===== src/rtl/pdc_pkg.sv =====
// Shared types and constants for the polyline direction color block.
package pdc_pkg;

  // Default coordinate width (signed Q15.8)
  localparam int COORD_BITS_DEF = 24;

  // Color channel width and fixed colors
  localparam int COLOR_W = 8;
  localparam logic [COLOR_W-1:0] GREY_LEVEL = 8'd128;

  // Configuration port widths
  localparam int CFG_IDX_W  = 8;
  localparam int CFG_DATA_W = 8;

  // Configuration register indexes
  typedef enum logic [CFG_IDX_W-1:0] {
    CFG_COLOR_MODE  = 8'd0,
    CFG_SOLID_RED   = 8'd1,
    CFG_SOLID_GREEN = 8'd2,
    CFG_SOLID_BLUE  = 8'd3
  } pdc_cfg_idx_e;

  // Reset values of the configuration registers
  localparam logic                  COLOR_MODE_RST  = 1'b0;
  localparam logic [COLOR_W-1:0]    SOLID_RED_RST   = 8'd255;
  localparam logic [COLOR_W-1:0]    SOLID_GREEN_RST = 8'd0;
  localparam logic [COLOR_W-1:0]    SOLID_BLUE_RST  = 8'd0;

  // Track position: points seen since the start of the current track
  localparam logic [1:0] SEEN_NONE = 2'd0;
  localparam logic [1:0] SEEN_ONE  = 2'd1;
  localparam logic [1:0] SEEN_MANY = 2'd2;

  // Controller states
  typedef enum logic [2:0] {
    ST_IDLE,
    ST_START,
    ST_DIFF,
    ST_SQUARE,
    ST_ROOT,
    ST_DIV_INIT,
    ST_DIV_STEP,
    ST_EMIT
  } pdc_state_e;

  // Commands from controller to datapath
  typedef struct packed {
    logic load_in;     // capture the incoming point
    logic shift;       // older <= newer, newer <= point
    logic diff;        // form |head - tail| and clear the arithmetic
    logic tail_older;  // tail is the older point, else the newer one
    logic square;      // one square-and-accumulate step
    logic root_step;   // one square root iteration
    logic div_init;    // load dividend and divisor for the current channel
    logic div_step;    // one quotient bit
    logic load_out;    // write the output register
    logic single;      // result is the grey single-point color
    logic last;        // result belongs to the track's final point
  } pdc_cmd_t;

  // Status from datapath to controller
  typedef struct packed {
    logic solid;       // solid color mode is selected
    logic sq_last;     // final accumulate step
    logic root_last;   // final square root iteration
    logic div_last;    // final quotient bit
    logic chan_last;   // blue channel under division
    logic out_free;    // output register can take a result
  } pdc_status_t;

endpackage


===== src/rtl/polyline_direction_color.sv =====
// Top level of the polyline direction color block.
//
// Points of polyline tracks enter on the input channel (in_valid_i / in_stall_o),
// one request per point, with track_end_i set on a track's last point. Colors
// leave on the output channel (out_valid_o / out_stall_i), one per point, in
// point order, lagging one point: the last point of a track gives two colors.
// A track of one point gives a single grey color.
// Registers are written on the cfg channel (index 0 mode, 1..3 solid RGB);
// cfg_ready_o is always high and writes belong to idle periods.
// A direction color is set by the one-bit-per-cycle square root and the
// shared 8-step divider run once per channel. A first point, a single-point
// track or a solid-mode color skips the square root and the divider.
// The next point is taken while a finished color waits in the output register.
// A stalled output holds its color; the block then waits before loading the
// next one. Reset empties the output, clears the point history and starts a
// new track; the solid color resets to red in direction mode.
module polyline_direction_color #(
  parameter int COORD_BITS = pdc_pkg::COORD_BITS_DEF
) (
  input  logic                              clk_i,
  input  logic                              rst_ni,
  input  logic                              in_valid_i,
  output logic                              in_stall_o,
  input  logic signed [COORD_BITS-1:0]      coord_x_i,
  input  logic signed [COORD_BITS-1:0]      coord_y_i,
  input  logic signed [COORD_BITS-1:0]      coord_z_i,
  input  logic                              track_end_i,
  output logic                              out_valid_o,
  input  logic                              out_stall_i,
  output logic [pdc_pkg::COLOR_W-1:0]       red_o,
  output logic [pdc_pkg::COLOR_W-1:0]       green_o,
  output logic [pdc_pkg::COLOR_W-1:0]       blue_o,
  output logic                              last_of_track_o,
  input  logic                              cfg_valid_i,
  output logic                              cfg_ready_o,
  input  logic [pdc_pkg::CFG_IDX_W-1:0]     cfg_index_i,
  input  logic [pdc_pkg::CFG_DATA_W-1:0]    cfg_data_i
);

  pdc_pkg::pdc_cmd_t    cmd;
  pdc_pkg::pdc_status_t status;

  assign cfg_ready_o = 1'b1;

  pdc_ctrl u_ctrl (
    .clk_i       (clk_i),
    .rst_ni      (rst_ni),
    .in_valid_i  (in_valid_i),
    .track_end_i (track_end_i),
    .in_stall_o  (in_stall_o),
    .status_i    (status),
    .cmd_o       (cmd)
  );

  pdc_dpath #(
    .COORD_BITS (COORD_BITS)
  ) u_dpath (
    .clk_i           (clk_i),
    .rst_ni          (rst_ni),
    .coord_x_i       (coord_x_i),
    .coord_y_i       (coord_y_i),
    .coord_z_i       (coord_z_i),
    .cfg_we_i        (cfg_valid_i && cfg_ready_o),
    .cfg_index_i     (cfg_index_i),
    .cfg_data_i      (cfg_data_i),
    .out_stall_i     (out_stall_i),
    .out_valid_o     (out_valid_o),
    .red_o           (red_o),
    .green_o         (green_o),
    .blue_o          (blue_o),
    .last_of_track_o (last_of_track_o),
    .cmd_i           (cmd),
    .status_o        (status)
  );

endmodule


===== src/rtl/pdc_ctrl.sv =====
// Sequencer for the polyline direction color block.
module pdc_ctrl (
  input  logic                clk_i,
  input  logic                rst_ni,
  input  logic                in_valid_i,
  input  logic                track_end_i,
  output logic                in_stall_o,
  input  pdc_pkg::pdc_status_t status_i,
  output pdc_pkg::pdc_cmd_t    cmd_o
);

  pdc_pkg::pdc_state_e state_q, state_d;
  logic [1:0] seen_q, seen_d;
  logic       end_q, end_d;
  logic       second_q, second_d;
  logic       single_q, single_d;
  logic       last_q, last_d;
  logic       tail_older_q, tail_older_d;

  // Hold state and track bookkeeping
  always_ff @(posedge clk_i or negedge rst_ni) begin
    if (!rst_ni) begin
      state_q      <= pdc_pkg::ST_IDLE;
      seen_q       <= pdc_pkg::SEEN_NONE;
      end_q        <= 1'b0;
      second_q     <= 1'b0;
      single_q     <= 1'b0;
      last_q       <= 1'b0;
      tail_older_q <= 1'b0;
    end else begin
      state_q      <= state_d;
      seen_q       <= seen_d;
      end_q        <= end_d;
      second_q     <= second_d;
      single_q     <= single_d;
      last_q       <= last_d;
      tail_older_q <= tail_older_d;
    end
  end

  // Next state and commands
  always_comb begin
    state_d      = state_q;
    seen_d       = seen_q;
    end_d        = end_q;
    second_d     = second_q;
    single_d     = single_q;
    last_d       = last_q;
    tail_older_d = tail_older_q;
    in_stall_o   = 1'b1;
    cmd_o            = '0;
    cmd_o.single     = single_q;
    cmd_o.last       = last_q;
    cmd_o.tail_older = tail_older_q;

    case (state_q)
      pdc_pkg::ST_IDLE: begin
        in_stall_o = 1'b0;
        if (in_valid_i) begin
          cmd_o.load_in = 1'b1;
          end_d         = track_end_i;
          state_d       = pdc_pkg::ST_START;
        end
      end

      // Pick the tangent for the first result of this point
      pdc_pkg::ST_START: begin
        second_d = 1'b0;
        if (seen_q == pdc_pkg::SEEN_NONE) begin
          if (end_q) begin
            single_d = 1'b1;
            last_d   = 1'b1;
            state_d  = pdc_pkg::ST_EMIT;
          end else begin
            cmd_o.shift = 1'b1;
            seen_d      = pdc_pkg::SEEN_ONE;
            state_d     = pdc_pkg::ST_IDLE;
          end
        end else begin
          single_d     = 1'b0;
          last_d       = 1'b0;
          tail_older_d = (seen_q != pdc_pkg::SEEN_ONE);
          state_d      = pdc_pkg::ST_DIFF;
        end
      end

      pdc_pkg::ST_DIFF: begin
        cmd_o.diff = 1'b1;
        state_d    = status_i.solid ? pdc_pkg::ST_EMIT : pdc_pkg::ST_SQUARE;
      end

      pdc_pkg::ST_SQUARE: begin
        cmd_o.square = 1'b1;
        if (status_i.sq_last) begin
          state_d = pdc_pkg::ST_ROOT;
        end
      end

      pdc_pkg::ST_ROOT: begin
        cmd_o.root_step = 1'b1;
        if (status_i.root_last) begin
          state_d = pdc_pkg::ST_DIV_INIT;
        end
      end

      pdc_pkg::ST_DIV_INIT: begin
        cmd_o.div_init = 1'b1;
        state_d        = pdc_pkg::ST_DIV_STEP;
      end

      pdc_pkg::ST_DIV_STEP: begin
        cmd_o.div_step = 1'b1;
        if (status_i.div_last) begin
          state_d = status_i.chan_last ? pdc_pkg::ST_EMIT : pdc_pkg::ST_DIV_INIT;
        end
      end

      // Hand the result over, then run the backward tangent or finish
      pdc_pkg::ST_EMIT: begin
        if (status_i.out_free) begin
          cmd_o.load_out = 1'b1;
          if (single_q) begin
            seen_d  = pdc_pkg::SEEN_NONE;
            state_d = pdc_pkg::ST_IDLE;
          end else if (end_q && !second_q) begin
            second_d     = 1'b1;
            last_d       = 1'b1;
            tail_older_d = 1'b0;
            state_d      = pdc_pkg::ST_DIFF;
          end else if (end_q) begin
            seen_d  = pdc_pkg::SEEN_NONE;
            state_d = pdc_pkg::ST_IDLE;
          end else begin
            cmd_o.shift = 1'b1;
            seen_d      = pdc_pkg::SEEN_MANY;
            state_d     = pdc_pkg::ST_IDLE;
          end
        end
      end

      default: begin
        state_d = pdc_pkg::ST_IDLE;
      end
    endcase
  end

endmodule


===== src/rtl/pdc_dpath.sv =====
// Datapath: point history, tangent length, channel division and output register.
module pdc_dpath #(
  parameter int COORD_BITS = pdc_pkg::COORD_BITS_DEF
) (
  input  logic                              clk_i,
  input  logic                              rst_ni,
  input  logic signed [COORD_BITS-1:0]      coord_x_i,
  input  logic signed [COORD_BITS-1:0]      coord_y_i,
  input  logic signed [COORD_BITS-1:0]      coord_z_i,
  input  logic                              cfg_we_i,
  input  logic [pdc_pkg::CFG_IDX_W-1:0]     cfg_index_i,
  input  logic [pdc_pkg::CFG_DATA_W-1:0]    cfg_data_i,
  input  logic                              out_stall_i,
  output logic                              out_valid_o,
  output logic [pdc_pkg::COLOR_W-1:0]       red_o,
  output logic [pdc_pkg::COLOR_W-1:0]       green_o,
  output logic [pdc_pkg::COLOR_W-1:0]       blue_o,
  output logic                              last_of_track_o,
  input  pdc_pkg::pdc_cmd_t                 cmd_i,
  output pdc_pkg::pdc_status_t              status_o
);

  localparam int AW = COORD_BITS;         // absolute difference
  localparam int SW = 2 * COORD_BITS + 2; // sum of squares
  localparam int RW = COORD_BITS + 1;     // square root
  localparam int DW = COORD_BITS + 8;     // dividend and divisor
  localparam int CW = pdc_pkg::COLOR_W;

  // Configuration registers
  logic          color_mode_q;
  logic [CW-1:0] solid_red_q, solid_green_q, solid_blue_q;

  // Point history
  logic [AW-1:0] p_q     [3];
  logic [AW-1:0] newer_q [3];
  logic [AW-1:0] older_q [3];

  // Arithmetic state
  logic [AW-1:0]   a_q [3];
  logic [2*AW-1:0] prod_q;
  logic [SW-1:0]   acc_q;
  logic [SW-1:0]   root_q;
  logic [SW-1:0]   bit_q;
  logic [1:0]      sq_cnt_q;
  logic [DW-1:0]   rem_q, dvs_q;
  logic [CW-1:0]   quo_q;
  logic [2:0]      div_cnt_q;
  logic [1:0]      chan_q;
  logic [CW-1:0]   ch_q [3];

  // Output register
  logic          out_valid_q;
  logic [CW-1:0] red_q, green_q, blue_q;
  logic          last_q;

  // Combinational helpers
  logic [AW-1:0]        tail_pt [3];
  logic signed [AW:0]   dif     [3];
  logic [AW-1:0]        abs_d   [3];
  logic [AW-1:0]        a_sq;
  logic [2*AW-1:0]      prod_d;
  logic [SW-1:0]        trial;
  logic                 root_ge;
  logic [AW-1:0]        a_div;
  logic                 div_ge;
  logic [CW-1:0]        quo_d;
  logic                 zero_len;
  logic                 out_free;
  logic [CW-1:0]        red_d, green_d, blue_d;

  // Write configuration registers; unknown indexes are dropped
  always_ff @(posedge clk_i or negedge rst_ni) begin
    if (!rst_ni) begin
      color_mode_q  <= pdc_pkg::COLOR_MODE_RST;
      solid_red_q   <= pdc_pkg::SOLID_RED_RST;
      solid_green_q <= pdc_pkg::SOLID_GREEN_RST;
      solid_blue_q  <= pdc_pkg::SOLID_BLUE_RST;
    end else if (cfg_we_i) begin
      case (cfg_index_i)
        pdc_pkg::CFG_COLOR_MODE:  color_mode_q  <= cfg_data_i[0];
        pdc_pkg::CFG_SOLID_RED:   solid_red_q   <= cfg_data_i[CW-1:0];
        pdc_pkg::CFG_SOLID_GREEN: solid_green_q <= cfg_data_i[CW-1:0];
        pdc_pkg::CFG_SOLID_BLUE:  solid_blue_q  <= cfg_data_i[CW-1:0];
        default: ;
      endcase
    end
  end

  // Capture the point and advance the history
  always_ff @(posedge clk_i or negedge rst_ni) begin
    if (!rst_ni) begin
      for (int k = 0; k < 3; k++) begin
        newer_q[k] <= '0;
        older_q[k] <= '0;
      end
    end else if (cmd_i.shift) begin
      for (int k = 0; k < 3; k++) begin
        older_q[k] <= newer_q[k];
        newer_q[k] <= p_q[k];
      end
    end
  end

  always_ff @(posedge clk_i) begin
    if (cmd_i.load_in) begin
      p_q[0] <= coord_x_i;
      p_q[1] <= coord_y_i;
      p_q[2] <= coord_z_i;
    end
  end

  // Per-axis absolute difference between head and tail
  always_comb begin
    for (int k = 0; k < 3; k++) begin
      tail_pt[k] = cmd_i.tail_older ? older_q[k] : newer_q[k];
      dif[k]     = $signed({p_q[k][AW-1], p_q[k]}) - $signed({tail_pt[k][AW-1], tail_pt[k]});
      abs_d[k]   = dif[k][AW] ? AW'(-dif[k]) : dif[k][AW-1:0];
    end
  end

  // Operand selects for the shared multiplier and divider
  always_comb begin
    case (sq_cnt_q)
      2'd1:    a_sq = a_q[1];
      2'd2:    a_sq = a_q[2];
      default: a_sq = a_q[0];
    endcase
    case (chan_q)
      2'd1:    a_div = a_q[1];
      2'd2:    a_div = a_q[2];
      default: a_div = a_q[0];
    endcase
    prod_d  = a_sq * a_sq;
    trial   = root_q + bit_q;
    root_ge = (acc_q >= trial);
    div_ge  = (rem_q >= dvs_q);
    quo_d   = {quo_q[CW-2:0], div_ge};
  end

  // Squares, integer square root and restoring division
  always_ff @(posedge clk_i or negedge rst_ni) begin
    if (!rst_ni) begin
      sq_cnt_q  <= '0;
      div_cnt_q <= '0;
      chan_q    <= '0;
    end else begin
      if (cmd_i.diff) begin
        sq_cnt_q <= '0;
        chan_q   <= '0;
      end else if (cmd_i.square) begin
        sq_cnt_q <= sq_cnt_q + 2'd1;
      end
      if (cmd_i.div_init) begin
        div_cnt_q <= '0;
      end else if (cmd_i.div_step) begin
        div_cnt_q <= div_cnt_q + 3'd1;
        if (div_cnt_q == 3'd7) begin
          chan_q <= chan_q + 2'd1;
        end
      end
    end
  end

  always_ff @(posedge clk_i) begin
    if (cmd_i.diff) begin
      for (int k = 0; k < 3; k++) begin
        a_q[k] <= abs_d[k];
      end
      acc_q  <= '0;
      root_q <= '0;
      bit_q  <= {2'b01, {(SW-2){1'b0}}};
    end
    if (cmd_i.square) begin
      prod_q <= prod_d;
      if (sq_cnt_q != 2'd0) begin
        acc_q <= acc_q + SW'(prod_q);
      end
    end
    if (cmd_i.root_step) begin
      if (root_ge) begin
        acc_q  <= acc_q - trial;
        root_q <= (root_q >> 1) + bit_q;
      end else begin
        root_q <= root_q >> 1;
      end
      bit_q <= bit_q >> 2;
    end
    if (cmd_i.div_init) begin
      rem_q <= {a_div, 8'd0} - DW'(a_div);
      dvs_q <= {root_q[RW-1:0], 7'd0};
      quo_q <= '0;
    end
    if (cmd_i.div_step) begin
      if (div_ge) begin
        rem_q <= rem_q - dvs_q;
      end
      dvs_q <= dvs_q >> 1;
      quo_q <= quo_d;
      if (div_cnt_q == 3'd7) begin
        for (int k = 0; k < 3; k++) begin
          if (chan_q == 2'(k)) begin
            ch_q[k] <= quo_d;
          end
        end
      end
    end
  end

  // Choose the color of the result
  assign zero_len = (root_q == '0);
  always_comb begin
    if (color_mode_q) begin
      red_d   = solid_red_q;
      green_d = solid_green_q;
      blue_d  = solid_blue_q;
    end else if (cmd_i.single) begin
      red_d   = pdc_pkg::GREY_LEVEL;
      green_d = pdc_pkg::GREY_LEVEL;
      blue_d  = pdc_pkg::GREY_LEVEL;
    end else if (zero_len) begin
      red_d   = '0;
      green_d = '0;
      blue_d  = '0;
    end else begin
      red_d   = ch_q[0];
      green_d = ch_q[1];
      blue_d  = ch_q[2];
    end
  end

  // Output register: load when empty or being drained
  assign out_free = !out_valid_q || !out_stall_i;

  always_ff @(posedge clk_i or negedge rst_ni) begin
    if (!rst_ni) begin
      out_valid_q <= 1'b0;
    end else if (cmd_i.load_out) begin
      out_valid_q <= 1'b1;
    end else if (!out_stall_i) begin
      out_valid_q <= 1'b0;
    end
  end

  always_ff @(posedge clk_i) begin
    if (cmd_i.load_out) begin
      red_q   <= red_d;
      green_q <= green_d;
      blue_q  <= blue_d;
      last_q  <= cmd_i.last;
    end
  end

  assign out_valid_o     = out_valid_q;
  assign red_o           = red_q;
  assign green_o         = green_q;
  assign blue_o          = blue_q;
  assign last_of_track_o = last_q;

  // Report progress to the controller
  always_comb begin
    status_o           = '0;
    status_o.solid     = color_mode_q;
    status_o.sq_last   = (sq_cnt_q == 2'd3);
    status_o.root_last = bit_q[0];
    status_o.div_last  = (div_cnt_q == 3'd7);
    status_o.chan_last = (chan_q == 2'd2);
    status_o.out_free  = out_free;
  end

endmodule


===== config.mk =====
export PLATFORM = sky130hd
export DESIGN_NAME = polyline_direction_color
export DESIGN_NICKNAME = d
export VERILOG_FILES = /design/src/rtl/pdc_pkg.sv /design/src/rtl/polyline_direction_color.sv /design/src/rtl/pdc_ctrl.sv /design/src/rtl/pdc_dpath.sv
export SDC_FILE = /design/constraint.sdc
export NUM_CORES = 2
export LEC_CHECK = 0
export BUFFER_PORTS_ARGS = -buffer_cell sky130_fd_sc_hd__buf_2
export CAP_MARGIN = 25
export CORE_MARGIN = 2
export CORE_UTILIZATION = 50
export CTS_CLUSTER_DIAMETER = 80
export DETAILED_ROUTE_END_ITERATION = 8
export PLACE_DENSITY = 0.66
export RECOVER_POWER = 50
export SYNTH_ARGS = -nofsm -noshare
export SYNTH_HDL_FRONTEND = slang
export SYNTH_HIERARCHICAL = 1
export SYNTH_SLANG_ARGS = --single-unit

===== constraint.sdc =====
create_clock -name clk_i -period 21.9 [get_ports clk_i]
set_clock_uncertainty 0.2 [all_clocks]
set_input_delay 4.38 -clock clk_i [delete_from_list [all_inputs] [get_ports clk_i]]
set_output_delay 4.38 -clock clk_i [all_outputs]
set_load 0.05 [all_outputs]

* Word level (Yosys, flattened, before mapping)
Memory sizes are Yosys's and may differ from the RTL's.
Cells that the tools add are included.
** Word-level totals
- Flip-flop bits (word level) :: 456
- Bits of input ports :: 94
- Memories :: 3
- Bits in writable memories :: 168
- Logic and storage cells :: 227
** Memories
- u_dpath.a_q :: words 3, bits a word 24, read ports 3, clocked after Yosys merged registers in 0, write ports 3, RTL line pdc_dpath.sv:39 : logic [AW-1:0] a_q [3];
- u_dpath.p_q :: words 3, bits a word 24, read ports 3, clocked after Yosys merged registers in 0, write ports 3, RTL line pdc_dpath.sv:34 : logic [AW-1:0] p_q [3];
- u_dpath.ch_q :: words 3, bits a word 8, read ports 3, clocked after Yosys merged registers in 0, write ports 1, RTL line pdc_dpath.sv:49 : logic [CW-1:0] ch_q [3];
** Cells by class
- Multipliers :: 1
- $add $sub $neg :: 15
- Eq/ne operators :: 31
- Multiplexer cells :: 113
- Order comparisons :: 2
- Reduce and logical (&&, ||, !) cells :: 28
** Operators with widths (count)
- $mux W50 :: 8
- $mux W24 :: 6
- $mux W32 :: 3
- $pmux W24 S2 :: 2
- $mux W47 :: 2
- $mux W8 :: 11
- $sub A24 B24 Y25 :: 3
- $neg A24 Y24 :: 3
- $mux W31 :: 2
- $add A49 B49 Y50 :: 1
- $add A50 B48 Y50 :: 1
- $add A50 B49 Y50 :: 1
- $ge A50 B50 Y1 :: 1
- $logic_not A50 Y1 :: 1
- $sub A50 B50 Y50 :: 1
- $mul A24 B24 Y48 :: 1
- $mux W1 :: 44
- $mux W3 :: 11
- $ge A32 B32 Y1 :: 1
- $mux W2 :: 16
- $sub A32 B24 Y32 :: 1
- $sub A32 B32 Y32 :: 1
- $pmux W3 S8 :: 1
- $reduce_and A5 Y1 :: 4
- 25 further kinds :: 64

* Logic depth before layout (Yosys ltp)
- Depth in word-level cells :: 8
- Depth in mapped cells :: 36
- Depth with buffers taken out :: 33

* By module
Netlist, hierarchy kept.
** Modules (own cells, without submodules)
- pdc_dpath :: instances 1, area each 55914.9 um2, cells each 5774, seq. area each 16691.0 um2
- pdc_ctrl :: instances 1, area each 648.1 um2, cells each 71, seq. area each 250.2 um2
- polyline_direction_color :: instances 1, area each 11.3 um2, cells each 2, seq. area each 0.0 um2

* Worst setup path after synthesis
Ideal clock, no wire load.
- Path type :: register to register
- Start point :: register u_dpath.sq_cnt_q[0]
- End point :: register u_dpath.prod_q[44], data pin
- Path buffers :: 4
- Setup slack :: 13.015 ns
- Data arrival time :: 8.427 ns
- Setup time :: 0.258 ns
- Required time :: 21.442 ns
- Cell stages (with the launch flop) :: 34
- Path through :: dfrtp_1 > inv_1 > ha_1 > clkbuf_1 > clkbuf_1 > clkbuf_1 > nor2_1 > a21oi_1 > clkbuf_1 > nand2_1 > fa_1 > inv_1 > fa_1 > inv_1 > fa_1 > inv_1 > fa_1 > fa_1 > fa_1 > inv_1 > fa_1 > inv_1 > ha_1 > a21oi_1 > o21ai_0 > o41ai_1 > o21ai_0 > a21oi_1 > o221ai_1 > a41o_1 > o21a_1 > a221o_1 > a21oi_1 > xnor2_1
** Between the ends
- Word-level cells in the longest chain between the ends :: 3
** RTL lines
- from (decl) :: RTL line pdc_dpath.sv:44 : logic [1:0] sq_cnt_q;
- from (signal assigned) :: RTL line pdc_dpath.sv:151 : sq_cnt_q <= sq_cnt_q + 2'd1;
- $eq A2 B2 Y1 / $eq A2 B1 Y1 (equally long branches) :: RTL line pdc_dpath.sv:123 : case (sq_cnt_q)
- $pmux W24 S2 * :: RTL line pdc_dpath.sv:123
- $mul A24 B24 Y48 * :: RTL line pdc_dpath.sv:133 : prod_d = a_sq * a_sq;
- named net u_dpath.prod_d[44] :: RTL line pdc_dpath.sv:61 : logic [2*AW-1:0] prod_d;
- to (signal assigned) :: RTL line pdc_dpath.sv:174 : prod_q <= prod_d;
- to (decl) :: RTL line pdc_dpath.sv:40 : logic [2*AW-1:0] prod_q;
Mark *: on every way through the listed nets, which the timed path passes. The rest lies on a longest branch.
A chain may end at the register's enable or synchronous reset.

* Worst setup path in the final report
- Start point :: register u_dpath.sq_cnt_q[0]
- End point :: register u_dpath.prod_q[41], data pin
The elaborated chain is that of the path after synthesis.

==> flow_summary.toml <==
[sta]
tightest_slew_ps = 6021
hold_viol = 0
post-route-worst-setup-slack_ps = 11300
period_share_pct = 48.42
tns_ps = 0
holdWs_ps = 281.8
max_freq_mhz = 94.31
relSlewSlack_pct = -301.4
setup_viol = 0
rsz0062_at_grt = "no"
maxSlewViolCount = 586
min_period_ps = 10600

[global_routing]
use_met1_pct = 35.25
grt_usage_pct = 25.48
top_usage_layer = "met2"
grt_pass1_vias = 42910
overflow = 0
grt_max_degree = 115
grt_antenna_before_repair = 0
met2_usage_pct = 41.23
use_met3_pct = 3.178
grt_pass1_wl_um = 236300

[synth]
synth-edff-count = 352
ys_top_cells_by_area = "edfxtp_1, fa_1, ha_1"
yosys.area.top_type_share_pct = 18.68
synth_compound_area_share_pct = 15.20
syn_inst = 5847
yosys.area.top_type = "edfxtp_1"
synth_simple_gate_area_share_pct = 11.52
syn_nets = 6821
synth_warnings = 6
ys_types = 93
yosysSeqAreaShare_pct = 29.95
synth_mux_area_share_pct = 5.664
synth_area_per_cell_um2 = 9.676
synth-xor-area-share_pct = 6.007
async_reset_ff_share_pct = 30.02
ys_seq_elements = 623
synth_top_family_by_area = "adder cells"
ys.flop_type = "edfxtp_1"
synthAdderAreaFrac_pct = 25.13
netlist_area_um2 = 56570

[hold_path]
hp-class = "reg2reg"

[setup_path]
cp_max_fo = 24
start_kind = "flop"
worst_ep_arrival_time_ps = 10790
cp.required_ps = 22090
critPathSlowestCell = "clkbuf_1"
worstSetupEndpointType = "flop"
crit_path_frequent_cell = "fa_1"
cp_slowest_stage_delay_ps = 800
path_class = "reg2reg"
r2r_slack_ps = 11300

[clock_tree]
cts_resized = 0
clockBufferDepth = 3
postCtsHoldBufs = 0
clkTransAtPathRegs_ps = 60
tritoncts = "done"
cts-root-buf = "clkbuf_16"
cts_setup_buffers = 0
clk_latency_ps = 650
htree_levels = 3
cts_buffers = 72
clock_sinks = 623

[layout]
antennaDiodeCount = 0
nets = 6855
synthToLayoutAreaGrowth_pct = 8.165
final_cell_mix = "inv_1, ha_1, fa_1"
mostFrequentLayoutCell = "inv_1"
final_layout_size_suffix_gt1_share_pct = 8.855

[floorplanning]
die_area_um2 = 115900
fp.dieH_um = 340.4
ios = 122
initial_utilization_pct = 50.36
num_rows = 123
die_x_um = 340.4
fp.coreArea_um2 = 112300

[routing]
wirelength_um = 147300
postRouteAntennaNets = 0
drtPass1Iterations = 6
wl_per_cell_um = 19.80
drc = 0
drt_iter0_drc = 2877
vias = 42550
via_per_inst = 5.719

[placed_design]
gp_congestion = 0.9643
dp_slack_ps = 12060
portBuffers = 120
dp_hpwl_um = 115500

[status]
status = "finished, violations left"
violations = "capacitance limit, slew limit"

[job]
drv_cap = 11
[sequential cells by signal, summed over array words and instances (netlist names), 24 cells and up]
register	cells
u_dpath/acc_q	50
u_dpath/ch_q	24
u_dpath/newer_q	72
u_dpath/dvs_q	32
u_dpath/rem_q	32
u_dpath/root_q	50
u_dpath/prod_q	47
u_dpath/p_q	72
u_dpath/a_q	72
u_dpath/older_q	72
u_dpath/bit_q	25
[worst max-delay path, delay by kind of cell (launching register included)]
kind | cells | cell delay, ps
simple gates | 4 | 1050
compound gates | 9 | 2100
fa+ha+maj | 9 | 4710
xor+xnor | 1 | 100
flops | 1 | 420
buf+inv | 7 | 1760
[final cells by class]
cell class | instances | area (um^2)
Clock buffer | 96 | 1984
Inverter | 759 | 2849
Clock inverter | 37 | 590.6
Sequential cell | 623 | 16940
Tap cell | 1500 | 1877
Timing Repair Buffer | 171 | 973.4
Multi-Input combinational cell | 4254 | 35980
Fill cell | 10090 | 51150
[synth_stat cells (18+ instances only)]
master and number:
nor2_1 401, a21o_1 154, inv_1 750, mux2i_1 94
o21ai_0 228, fa_1 427, edfxtp_1 352, a22o_1 23
nor4_1 28, nor3_1 58, a22oi_1 53, and3_1 35
dfrtp_1 179, a221oi_1 29, a21oi_1 379, nor3b_1 36
and2_1 69, a211oi_1 73, nor2b_1 51, o21bai_1 51
dfxtp_1 84, or3_1 29, o31ai_1 30, nand2b_1 45
nand4_1 50, a31oi_1 77, nand2_1 418, mux2_2 198
clkbuf_1 173, nand3_1 64, xor2_1 161, ha_1 453
xnor2_1 227, o21a_1 46, o211ai_1 28, a21boi_0 18
nand3b_1 18
[final timing paths]
path | from | to | cells after the start
hold / removal | u_ctrl/last_q | u_dpath/last_of_track_o | 0
max in group asynchronous | rst_ni | u_dpath/sq_cnt_q[1] | 2
setup reg to reg | u_dpath/sq_cnt_q[0] | u_dpath/prod_q[41] | 30
min in group asynchronous | rst_ni | u_dpath/older_q[30] | 1
setup / recovery | u_dpath/sq_cnt_q[0] | u_dpath/prod_q[41] | 30
hold reg to reg | u_ctrl/last_q | u_dpath/last_of_track_o | 0
[per-stage QoR]
stage | std cells | util, % | cell area, um^2
floorplan | 5847 | - | 56570
global placement | 7302 | 52.21 | 58650
detailed placement | 7302 | 52.21 | 58650
CTS | 7435 | 54.50 | 61230
global route | 7440 | 54.47 | 61190
finish | 7440 | 54.47 | 61190
[kinds of logic after synthesis]
group,Yosys count
DFF,623
and+or+nand+nor,1362
buffers and inverters,970
xor gates and xnor gates,388
adders and majority gates,880
other,1
muxes,295
AOI/OAI and AO/OA,1328
[metal layers]
metal  wire length [um]  vias up
met1              66780    20790
met3               7023      271
met2              67850     1122
li1                   -    20370
met5                  0        -
met4               5658        0
Power is left out: the tool's default activity adds up to more than one toggle a clock period on the data nets, which glitch-free logic cannot reach.
